$ cat src/sv/wdwr_pkg.sv
`timescale 1ns / 1ps
`default_nettype none

package wdwr_pkg;

    // Fixed field widths of the transactions
    localparam int CMD_BITS        = 3;
    localparam int INDEX_BITS      = 6;
    localparam int LOAD_BITS       = 32;
    localparam int TOTAL_BITS      = 38;
    localparam int OUT_WEIGHT_BITS = 31;
    localparam int STATUS_BITS     = 2;

    localparam logic [TOTAL_BITS-1:0]      TOTAL_MAX      = '1;
    localparam logic [OUT_WEIGHT_BITS-1:0] OUT_WEIGHT_MAX = '1;

    // Command codes
    localparam logic [CMD_BITS-1:0] CMD_LOAD        = 3'd0;
    localparam logic [CMD_BITS-1:0] CMD_DRAW        = 3'd1;
    localparam logic [CMD_BITS-1:0] CMD_RESTORE_ALL = 3'd2;
    localparam logic [CMD_BITS-1:0] CMD_RESTORE     = 3'd3;
    localparam logic [CMD_BITS-1:0] CMD_REMOVE      = 3'd4;

    // Status codes
    localparam logic [STATUS_BITS-1:0] STAT_OK    = 2'd0;
    localparam logic [STATUS_BITS-1:0] STAT_EMPTY = 2'd1;
    localparam logic [STATUS_BITS-1:0] STAT_RANGE = 2'd2;

    typedef struct packed {
        logic [CMD_BITS-1:0]          command;
        logic [INDEX_BITS-1:0]        entry_index;
        logic signed [LOAD_BITS-1:0]  load_weight;
        logic [TOTAL_BITS-1:0]        draw_value;
    } in_item_t;

    typedef struct packed {
        logic [STATUS_BITS-1:0]     status;
        logic [INDEX_BITS-1:0]      drawn_index;
        logic [OUT_WEIGHT_BITS-1:0] drawn_weight;
        logic [TOTAL_BITS-1:0]      remaining_total;
    } out_item_t;

    // Write controls from the sequencer to the weight table
    typedef struct packed {
        logic we_weight;
        logic we_active;
        logic active_val;
    } tbl_ctl_t;

    typedef enum logic [3:0] {
        S_CLEAR,
        S_IDLE,
        S_LD_SUB_FULL,
        S_LD_ADD_FULL,
        S_LD_SUB_REM,
        S_LD_ADD_REM,
        S_DR_CHECK,
        S_DR_WALK,
        S_DR_TAKE,
        S_RESTORE_ALL,
        S_ENTRY_UPD,
        S_DONE
    } seq_state_t;

    // Width of the exact totals: enough for every entry at full weight
    function automatic int sum_width(input int entries, input int weight_bits);
        int raw;
        begin
            raw = weight_bits + $clog2(entries) + 1;
            return (raw > TOTAL_BITS) ? raw : TOTAL_BITS;
        end
    endfunction

endpackage

`default_nettype wire

$ cat src/sv/weighted_draw_without_replacement_unit.sv
// Weighted draw without replacement.
// Request channel (req_valid / req_stall / req_data) carries one command per
// transaction: load weight, draw, restore all, restore entry, remove entry.
// Response channel (rsp_valid / rsp_stall / rsp_data) returns exactly one
// result per command: status, drawn entry and weight, remaining total.
// Commands are handled one at a time by a sequencer around a single shared
// adder/subtractor and a one-read, one-write weight table.
// Steps per command: load takes the old weight from the full total and
// adds the new one, then does the same for the remaining total; restore
// and remove entry update the remaining total at most once; a draw checks
// for an empty table and range, then walks one stored entry per cycle
// through the adder and clears the chosen entry; restore all writes one
// active bit per cycle. A new request is taken the cycle after the result
// enters the output register. After reset the table is swept to zero; req_stall
// stays high meanwhile. The output register frees the sequencer: while the
// receiver stalls, one further command may be accepted and processed, and
// its result waits in the sequencer until the register is free.
`timescale 1ns / 1ps
`default_nettype none

module weighted_draw_without_replacement_unit #(
    parameter int ENTRIES     = 64,
    parameter int WEIGHT_BITS = 31
) (
    input  wire                      clk,
    input  wire                      rst_n,
    input  wire                      req_valid,
    output logic                     req_stall,
    input  wire wdwr_pkg::in_item_t  req_data,
    output logic                     rsp_valid,
    input  wire                      rsp_stall,
    output wdwr_pkg::out_item_t      rsp_data
);

    localparam int IDX_W = $clog2(ENTRIES);
    localparam int SUM_W = wdwr_pkg::sum_width(ENTRIES, WEIGHT_BITS);

    wdwr_pkg::tbl_ctl_t      tbl_ctl;
    logic [IDX_W-1:0]        wr_addr, rd_addr;
    logic [WEIGHT_BITS-1:0]  wr_weight, rd_weight;
    logic                    rd_active;

    logic                               res_valid, out_free;
    logic [wdwr_pkg::STATUS_BITS-1:0]   res_status;
    logic [IDX_W-1:0]                   res_index;
    logic [WEIGHT_BITS-1:0]             res_weight;
    logic [SUM_W-1:0]                   res_total;

    logic                 rsp_valid_reg, rsp_valid_next;
    wdwr_pkg::out_item_t  rsp_data_reg, rsp_data_next;

    wdwr_table #(
        .ENTRIES     (ENTRIES),
        .WEIGHT_BITS (WEIGHT_BITS)
    ) u_table (
        .clk       (clk),
        .ctl       (tbl_ctl),
        .wr_addr   (wr_addr),
        .wr_weight (wr_weight),
        .rd_addr   (rd_addr),
        .rd_weight (rd_weight),
        .rd_active (rd_active)
    );

    wdwr_seq #(
        .ENTRIES     (ENTRIES),
        .WEIGHT_BITS (WEIGHT_BITS)
    ) u_seq (
        .clk        (clk),
        .rst_n      (rst_n),
        .req_valid  (req_valid),
        .req_stall  (req_stall),
        .req_data   (req_data),
        .tbl_ctl    (tbl_ctl),
        .wr_addr    (wr_addr),
        .wr_weight  (wr_weight),
        .rd_addr    (rd_addr),
        .rd_weight  (rd_weight),
        .rd_active  (rd_active),
        .res_valid  (res_valid),
        .out_free   (out_free),
        .res_status (res_status),
        .res_index  (res_index),
        .res_weight (res_weight),
        .res_total  (res_total)
    );

    assign out_free = !rsp_valid_reg || !rsp_stall;

    // Format and saturate the result fields
    always_comb
    begin
        rsp_data_next.status      = res_status;
        rsp_data_next.drawn_index = wdwr_pkg::INDEX_BITS'(res_index);
        rsp_data_next.drawn_weight =
            (64'(res_weight) > 64'(wdwr_pkg::OUT_WEIGHT_MAX))
                ? wdwr_pkg::OUT_WEIGHT_MAX
                : wdwr_pkg::OUT_WEIGHT_BITS'(res_weight);
        rsp_data_next.remaining_total =
            (res_total > SUM_W'(wdwr_pkg::TOTAL_MAX))
                ? wdwr_pkg::TOTAL_MAX
                : res_total[wdwr_pkg::TOTAL_BITS-1:0];
    end

    // Output register valid
    always_comb
    begin
        rsp_valid_next = rsp_valid_reg;
        if (out_free)
        begin
            rsp_valid_next = res_valid;
        end
    end

    always_ff @(posedge clk or negedge rst_n)
    begin
        if (!rst_n)
        begin
            rsp_valid_reg <= 1'b0;
        end
        else
        begin
            rsp_valid_reg <= rsp_valid_next;
        end
    end

    always_ff @(posedge clk)
    begin
        if (out_free && res_valid)
        begin
            rsp_data_reg <= rsp_data_next;
        end
    end

    assign rsp_valid = rsp_valid_reg;
    assign rsp_data  = rsp_data_reg;

endmodule

`default_nettype wire

$ cat src/sv/wdwr_table.sv
`timescale 1ns / 1ps
`default_nettype none

module wdwr_table #(
    parameter int ENTRIES     = 64,
    parameter int WEIGHT_BITS = 31,
    localparam int IDX_W      = $clog2(ENTRIES)
) (
    input  wire                      clk,
    input  wire wdwr_pkg::tbl_ctl_t  ctl,
    input  wire [IDX_W-1:0]          wr_addr,
    input  wire [WEIGHT_BITS-1:0]    wr_weight,
    input  wire [IDX_W-1:0]          rd_addr,
    output logic [WEIGHT_BITS-1:0]   rd_weight,
    output logic                     rd_active
);

    logic [WEIGHT_BITS-1:0] weight_mem [ENTRIES];
    logic                   active_mem [ENTRIES];

    // Write port
    always_ff @(posedge clk)
    begin
        if (ctl.we_weight)
        begin
            weight_mem[wr_addr] <= wr_weight;
        end
        if (ctl.we_active)
        begin
            active_mem[wr_addr] <= ctl.active_val;
        end
    end

    // Registered read port
    always_ff @(posedge clk)
    begin
        rd_weight <= weight_mem[rd_addr];
        rd_active <= active_mem[rd_addr];
    end

endmodule

`default_nettype wire

$ cat src/sv/wdwr_addsub.sv
`timescale 1ns / 1ps
`default_nettype none

module wdwr_addsub #(
    parameter int W = 38
) (
    input  wire [W-1:0]  a,
    input  wire [W-1:0]  b,
    input  wire          sub,
    output logic [W-1:0] sum,
    output logic         carry
);

    logic [W-1:0] b_inv;

    // a + b, or a - b as a + ~b + 1; on subtract, carry set means a >= b
    assign b_inv = sub ? ~b : b;
    assign {carry, sum} = {1'b0, a} + {1'b0, b_inv} + (W + 1)'(sub);

endmodule

`default_nettype wire

$ cat src/sv/wdwr_seq.sv
`timescale 1ns / 1ps
`default_nettype none

module wdwr_seq #(
    parameter int ENTRIES     = 64,
    parameter int WEIGHT_BITS = 31,
    localparam int IDX_W      = $clog2(ENTRIES),
    localparam int SUM_W      = wdwr_pkg::sum_width(ENTRIES, WEIGHT_BITS)
) (
    input  wire                                  clk,
    input  wire                                  rst_n,
    // request side
    input  wire                                  req_valid,
    output logic                                 req_stall,
    input  wire wdwr_pkg::in_item_t              req_data,
    // table port
    output wdwr_pkg::tbl_ctl_t                   tbl_ctl,
    output logic [IDX_W-1:0]                     wr_addr,
    output logic [WEIGHT_BITS-1:0]               wr_weight,
    output logic [IDX_W-1:0]                     rd_addr,
    input  wire [WEIGHT_BITS-1:0]                rd_weight,
    input  wire                                  rd_active,
    // result towards the output register
    output logic                                 res_valid,
    input  wire                                  out_free,
    output logic [wdwr_pkg::STATUS_BITS-1:0]     res_status,
    output logic [IDX_W-1:0]                     res_index,
    output logic [WEIGHT_BITS-1:0]               res_weight,
    output logic [SUM_W-1:0]                     res_total
);

    localparam logic [IDX_W-1:0] LAST_IDX = IDX_W'(ENTRIES - 1);
    localparam logic [63:0]      WMAX64   = (64'd1 << WEIGHT_BITS) - 64'd1;

    wdwr_pkg::seq_state_t state_reg, state_next;

    logic [wdwr_pkg::CMD_BITS-1:0]    cmd_reg, cmd_next;
    logic [IDX_W-1:0]                 idx_reg, idx_next;
    logic [WEIGHT_BITS-1:0]           wt_reg, wt_next;
    logic [wdwr_pkg::TOTAL_BITS-1:0]  val_reg, val_next;
    logic [IDX_W-1:0]                 walk_reg, walk_next;
    logic [SUM_W-1:0]                 run_reg, run_next;
    logic [SUM_W-1:0]                 full_reg, full_next;
    logic [SUM_W-1:0]                 rem_reg, rem_next;
    logic [wdwr_pkg::STATUS_BITS-1:0] status_reg, status_next;
    logic [IDX_W-1:0]                 pick_idx_reg, pick_idx_next;
    logic [WEIGHT_BITS-1:0]           pick_w_reg, pick_w_next;

    logic [SUM_W-1:0] op_a, op_b, op_sum;
    logic             op_sub, op_carry;
    logic             in_range;

    // Negative loads become zero, oversize loads saturate
    function automatic logic [WEIGHT_BITS-1:0] clamp_weight(input logic [31:0] raw);
        logic [63:0] pos;
        begin
            pos = raw[31] ? 64'd0 : {32'd0, raw};
            return (pos > WMAX64) ? WMAX64[WEIGHT_BITS-1:0] : pos[WEIGHT_BITS-1:0];
        end
    endfunction

    // Shared adder / subtractor
    wdwr_addsub #(
        .W (SUM_W)
    ) u_addsub (
        .a     (op_a),
        .b     (op_b),
        .sub   (op_sub),
        .sum   (op_sum),
        .carry (op_carry)
    );

    assign in_range = 32'(req_data.entry_index) < 32'(ENTRIES);

    // State and control registers
    always_ff @(posedge clk or negedge rst_n)
    begin
        if (!rst_n)
        begin
            state_reg <= wdwr_pkg::S_CLEAR;
            walk_reg  <= '0;
            full_reg  <= '0;
            rem_reg   <= '0;
        end
        else
        begin
            state_reg <= state_next;
            walk_reg  <= walk_next;
            full_reg  <= full_next;
            rem_reg   <= rem_next;
        end
    end

    // Working registers
    always_ff @(posedge clk)
    begin
        cmd_reg      <= cmd_next;
        idx_reg      <= idx_next;
        wt_reg       <= wt_next;
        val_reg      <= val_next;
        run_reg      <= run_next;
        status_reg   <= status_next;
        pick_idx_reg <= pick_idx_next;
        pick_w_reg   <= pick_w_next;
    end

    // Sequencer
    always_comb
    begin
        state_next    = state_reg;
        cmd_next      = cmd_reg;
        idx_next      = idx_reg;
        wt_next       = wt_reg;
        val_next      = val_reg;
        walk_next     = walk_reg;
        run_next      = run_reg;
        full_next     = full_reg;
        rem_next      = rem_reg;
        status_next   = status_reg;
        pick_idx_next = pick_idx_reg;
        pick_w_next   = pick_w_reg;

        op_a      = rem_reg;
        op_b      = '0;
        op_sub    = 1'b0;
        rd_addr   = idx_reg;
        wr_addr   = idx_reg;
        wr_weight = wt_reg;
        tbl_ctl   = '0;
        req_stall = 1'b1;
        res_valid = 1'b0;

        case (state_reg)
            // sweep zeros through the table after reset
            wdwr_pkg::S_CLEAR:
            begin
                tbl_ctl.we_weight  = 1'b1;
                tbl_ctl.we_active  = 1'b1;
                tbl_ctl.active_val = 1'b0;
                wr_addr   = walk_reg;
                wr_weight = '0;
                walk_next = walk_reg + IDX_W'(1);
                if (walk_reg == LAST_IDX)
                begin
                    walk_next  = '0;
                    state_next = wdwr_pkg::S_IDLE;
                end
            end

            wdwr_pkg::S_IDLE:
            begin
                req_stall = 1'b0;
                rd_addr   = IDX_W'(req_data.entry_index);
                if (req_valid)
                begin
                    cmd_next      = req_data.command;
                    idx_next      = IDX_W'(req_data.entry_index);
                    wt_next       = clamp_weight(req_data.load_weight);
                    val_next      = req_data.draw_value;
                    walk_next     = '0;
                    run_next      = '0;
                    status_next   = wdwr_pkg::STAT_OK;
                    pick_idx_next = '0;
                    pick_w_next   = '0;
                    case (req_data.command)
                        wdwr_pkg::CMD_LOAD:
                            state_next = in_range ? wdwr_pkg::S_LD_SUB_FULL
                                                  : wdwr_pkg::S_DONE;
                        wdwr_pkg::CMD_DRAW:
                            state_next = wdwr_pkg::S_DR_CHECK;
                        wdwr_pkg::CMD_RESTORE_ALL:
                            state_next = wdwr_pkg::S_RESTORE_ALL;
                        wdwr_pkg::CMD_RESTORE,
                        wdwr_pkg::CMD_REMOVE:
                            state_next = in_range ? wdwr_pkg::S_ENTRY_UPD
                                                  : wdwr_pkg::S_DONE;
                        default:
                            state_next = wdwr_pkg::S_DONE;
                    endcase
                end
            end

            // load: drop old weight from full total
            wdwr_pkg::S_LD_SUB_FULL:
            begin
                op_a       = full_reg;
                op_b       = SUM_W'(rd_weight);
                op_sub     = 1'b1;
                full_next  = op_sum;
                state_next = wdwr_pkg::S_LD_ADD_FULL;
            end

            wdwr_pkg::S_LD_ADD_FULL:
            begin
                op_a       = full_reg;
                op_b       = SUM_W'(wt_reg);
                full_next  = op_sum;
                state_next = wdwr_pkg::S_LD_SUB_REM;
            end

            // old weight leaves the remaining sum only if it was active
            wdwr_pkg::S_LD_SUB_REM:
            begin
                op_a       = rem_reg;
                op_b       = rd_active ? SUM_W'(rd_weight) : '0;
                op_sub     = 1'b1;
                rem_next   = op_sum;
                state_next = wdwr_pkg::S_LD_ADD_REM;
            end

            wdwr_pkg::S_LD_ADD_REM:
            begin
                op_a               = rem_reg;
                op_b               = SUM_W'(wt_reg);
                rem_next           = op_sum;
                tbl_ctl.we_weight  = 1'b1;
                tbl_ctl.we_active  = 1'b1;
                tbl_ctl.active_val = 1'b1;
                state_next         = wdwr_pkg::S_DONE;
            end

            // draw: empty and range checks, prefetch entry 0
            wdwr_pkg::S_DR_CHECK:
            begin
                rd_addr = '0;
                op_a    = SUM_W'(val_reg);
                op_b    = rem_reg;
                op_sub  = 1'b1;
                if (rem_reg == '0)
                begin
                    status_next = wdwr_pkg::STAT_EMPTY;
                    state_next  = wdwr_pkg::S_DONE;
                end
                else if (op_carry)
                begin
                    status_next = wdwr_pkg::STAT_RANGE;
                    state_next  = wdwr_pkg::S_DONE;
                end
                else
                begin
                    state_next = wdwr_pkg::S_DR_WALK;
                end
            end

            // one entry per cycle; next entry is read meanwhile
            wdwr_pkg::S_DR_WALK:
            begin
                rd_addr  = walk_reg + IDX_W'(1);
                op_a     = run_reg;
                op_b     = rd_active ? SUM_W'(rd_weight) : '0;
                run_next = op_sum;
                if (rd_active && (op_sum > SUM_W'(val_reg)))
                begin
                    pick_idx_next = walk_reg;
                    pick_w_next   = rd_weight;
                    state_next    = wdwr_pkg::S_DR_TAKE;
                end
                else if (walk_reg == LAST_IDX)
                begin
                    state_next = wdwr_pkg::S_DONE;
                end
                else
                begin
                    walk_next = walk_reg + IDX_W'(1);
                end
            end

            wdwr_pkg::S_DR_TAKE:
            begin
                wr_addr            = pick_idx_reg;
                tbl_ctl.we_active  = 1'b1;
                tbl_ctl.active_val = 1'b0;
                op_a               = rem_reg;
                op_b               = SUM_W'(pick_w_reg);
                op_sub             = 1'b1;
                rem_next           = op_sum;
                state_next         = wdwr_pkg::S_DONE;
            end

            // sweep active bits on; remaining becomes full
            wdwr_pkg::S_RESTORE_ALL:
            begin
                wr_addr            = walk_reg;
                tbl_ctl.we_active  = 1'b1;
                tbl_ctl.active_val = 1'b1;
                rem_next           = full_reg;
                walk_next          = walk_reg + IDX_W'(1);
                if (walk_reg == LAST_IDX)
                begin
                    walk_next  = '0;
                    state_next = wdwr_pkg::S_DONE;
                end
            end

            // single entry restore or remove
            wdwr_pkg::S_ENTRY_UPD:
            begin
                op_a = rem_reg;
                op_b = SUM_W'(rd_weight);
                if (cmd_reg == wdwr_pkg::CMD_RESTORE)
                begin
                    if (!rd_active)
                    begin
                        tbl_ctl.we_active  = 1'b1;
                        tbl_ctl.active_val = 1'b1;
                        rem_next           = op_sum;
                    end
                end
                else
                begin
                    op_sub = 1'b1;
                    if (rd_active)
                    begin
                        tbl_ctl.we_active  = 1'b1;
                        tbl_ctl.active_val = 1'b0;
                        rem_next           = op_sum;
                    end
                end
                state_next = wdwr_pkg::S_DONE;
            end

            // hold the result until the output register takes it
            wdwr_pkg::S_DONE:
            begin
                res_valid = 1'b1;
                if (out_free)
                begin
                    state_next = wdwr_pkg::S_IDLE;
                end
            end

            default:
            begin
                state_next = wdwr_pkg::S_IDLE;
            end
        endcase
    end

    assign res_status = status_reg;
    assign res_index  = pick_idx_reg;
    assign res_weight = pick_w_reg;
    assign res_total  = rem_reg;

endmodule

`default_nettype wire
$ cat config.mk
export PLATFORM = sky130hd
export DESIGN_NAME = weighted_draw_without_replacement_unit
export DESIGN_NICKNAME = d
export VERILOG_FILES = /design/src/sv/wdwr_pkg.sv /design/src/sv/weighted_draw_without_replacement_unit.sv /design/src/sv/wdwr_table.sv /design/src/sv/wdwr_addsub.sv /design/src/sv/wdwr_seq.sv
export SDC_FILE = /design/constraint.sdc
export NUM_CORES = 2
export LEC_CHECK = 0
export BUFFER_PORTS_ARGS = -buffer_cell sky130_fd_sc_hd__clkbuf_2
export CORE_UTILIZATION = 60
export DETAILED_ROUTE_END_ITERATION = 16
export PLACE_DENSITY = 0.88
export SLEW_MARGIN = 20
export SYNTH_ARGS = -nofsm -noshare
export SYNTH_HDL_FRONTEND = slang
export SYNTH_SLANG_ARGS = --single-unit
export TNS_END_PERCENT = 50
$ cat constraint.sdc
create_clock -name clk -period 12.4 [get_ports clk]
set_input_delay 1.24 -clock clk [delete_from_list [all_inputs] [get_ports clk]]
set_output_delay 1.24 -clock clk [all_outputs]
set_load 0.02 [all_outputs]
==> results.ini <==
[cts]
clkSinkCount=2399
root_buffer=clkbuf_16
clk-insertion-delay-late_ps=890
post_cts_buffers=0
cts_max_path_buffers=3
cts_tree=yes
cts_max_level=4
clk_pin_slew_worst_paths_ps=70
cts_repair_resize_count=0
cts_buffers=221
hold_buffers=0

[synth]
synth_area_sq_um=97390
avgSynthCellArea_sq_um=13.38
ys_ff_latch=2399
synth_edf_count=2280
synthArstFlopShare_pct=3.627
synth_warnings=0
ys_types=74
netlist_instances=7281
synthFlopType=edfxtp_1
ys_seq_area_share_pct=73.19
syn_nets=7442

[floorplanning]
start_util_pct=60.52
die_h_microns=404.9
pin_count=162
core-area_sq_um=160900
dieArea_sq_um=163900
die_w_microns=404.9
rows=147

[grt]
grt_pass1_vias=65380
grt_pass1_wl_microns=408200
grt_overflow=0
grtUsageTotal_pct=33.92
antenna_found_initial=15
grt_max_degree=185

[status]
status=completed

[finish]
stdcell_count=9688
fill_cells=9424
drive_gt1_share_pct=10.14
multiInputGateArea_sq_um=24450
layout_common_cells=edfxtp_1 (2,280), nand2_1 (1,789), nand3_1 (548), a31oi_1 (262), mux2i_1 (258)
largest_reg_flops=1984
final_util_pct=67.32
area_growth_pct=11.24
layout.nets=7505
final_common_cell=edfxtp_1
seqCellArea_sq_um=71280

[timing]
hold_viol=0
drv_slew=0
relSlewSlack_pct=21.68
final.min_clock_period_ps=8529
worst_slew_pin_slew_ps=1175
holdWs_ps=337.1
skew_ps=46.58
fmax_mhz=117.2
rsz0062_at_grt=false
post-route-period-util_pct=68.78
setup_viol=0
fin_tns_setup_ps=0

[routing]
antenna_left=0
remaining_drc_errors=0
drt_iter0_markers=12900
via_per_inst=6.945
wl_microns=288800
via_count=67290
first_pass_iters=10
wl_per_cell_microns=29.81

[critical_path]
worstPathRequired_ps=13110
timing_worst_setup_path_type=reg -> reg
cp_max_fo=64
crit_arrival_ps=9240
cp_slowest_cell=dfrtp_1
slowest_delay_ps=950
end_kind=register
start_kind=register

[power_and_ir_drop]
power_frac_comb_pct=42.4
irDropWorstVdd_mv=0.2785
p_sw_share_pct=42.13
p_int_uw=17630
power_frac_clock_pct=22.0
seq_power_share_pct=35.6
cellLeakagePower_uw=0.03759
p_per_area_nw_per_um2=281.2
p_sw_uw=12840
finalPower_uw=30470

[placement]
place_inst=9252
port_buffers=161
hpwl_microns=153300
gp_congestion=0.9539

[flow_run]
drv_cap=0

[worst_hold_path]
worstHoldPathType=in -> async

-- path summary, 6_finish.rpt --
path | start | to | slack, ps | cells past startpoint
max | u_seq.state_reg[1] | u_seq.walk_reg[2] | 3870 | 28
min | rst_n | u_seq.full_reg[34] | 340 | 1
max reg2reg | u_seq.state_reg[1] | u_seq.walk_reg[2] | 3870 | 28
min reg2reg | u_seq.res_status[0] | rsp_data[75] | 420 | 0
max in group asynchronous | rst_n | u_seq.walk_reg[0] | 10830 | 2
min in group clk | u_seq.res_status[0] | rsp_data[75] | 420 | 0
-- power by group through the flow --
stage	logic [uW]	registers, uW	clock network (uW)
global placement	11700	11000	0
floorplan	8250	10700	0
detailed placement	12000	11000	0
CTS	12300	10800	6650
finish	12900	10800	6710
global route	13600	10800	6970
-- metal layers --
| metal | routed length [microns] | GRT usage, % |
|---|---|---|
| met1 | 91860 | 41.75 |
| met2 | 133700 | 53.49 |
| met3 | 41580 | 8.890 |
| met4 | 21520 | 21.76 |
| met5 | 127 | 0 |
-- cell usage after synthesis, types with 15 or more instances --
library cell,count,share of area (%)
ha_1,77,0.99
mux2i_1,258,2.7
nor2b_1,73,0.47
a222oi_1,34,0.35
xor2_1,18,0.16
nand4_1,15,0.096
nor2_1,269,1.0
buf_2,126,0.65
xnor2_1,53,0.48
nand3_1,548,2.8
or4_1,33,0.25
and2_1,46,0.30
a32oi_1,256,2.3
buf_1,44,0.17
a221o_1,42,0.43
a21o_1,29,0.22
o21ai_1,35,0.18
inv_1,101,0.39
edfxtp_1,2280,70
nor4_1,43,0.28
dfrtp_1,87,2.2
dfxtp_1,32,0.66
a22oi_1,17,0.13
buf_4,28,0.22
a21oi_1,132,0.68
a31oi_1,262,1.7
clkbuf_1,268,1.0
nor3_1,24,0.12
nand2_1,1794,6.9
o21ai_0,108,0.55
nand2b_1,15,0.096
-- kinds of logic after synthesis --
kind of cell	after synthesis	synth area share (%)
XOR/XNOR	71	0.6385
adder cells (fa/ha/maj)	78	1.010
AO/OA/AOI/OAI	996	7.233
flip-flops	2399	73.19
multiplexers	260	2.675
buffers and inverters	582	2.621
AND/OR/NAND/NOR	2895	12.63
-- layout make-up --
| class | count | area share [%] |
|---|---|---|
| well taps | 2160 | 2.494 |
| clock buffers | 274 | 5.363 |
| diodes | 6 | 0.01386 |
| inverters | 102 | 0.3545 |
| clock inverters | 127 | 1.120 |
| multi-input cells | 4300 | 22.57 |
| repair buffers | 320 | 2.291 |
| flip-flops and latches | 2399 | 65.79 |
-- metrics by stage --
step | setup slack, ps | instance area [sq um]
floorplan | 3665 | 97390
global placement | 4155 | 100700
detailed placement | 4122 | 100700
CTS | 4058 | 107800
global route | 3462 | 108300
finish | 3871 | 108300
-- critical path: cells and delay by family, from the launching register on --
family	cells	cell delay, ps
compound gates	12	2420
simple gates	9	2930
xor+xnor	1	300
fa+ha+maj	2	520
buf+inv	3	910
flops	1	950
mux	1	300
Power figures use the tool's default switching activity.
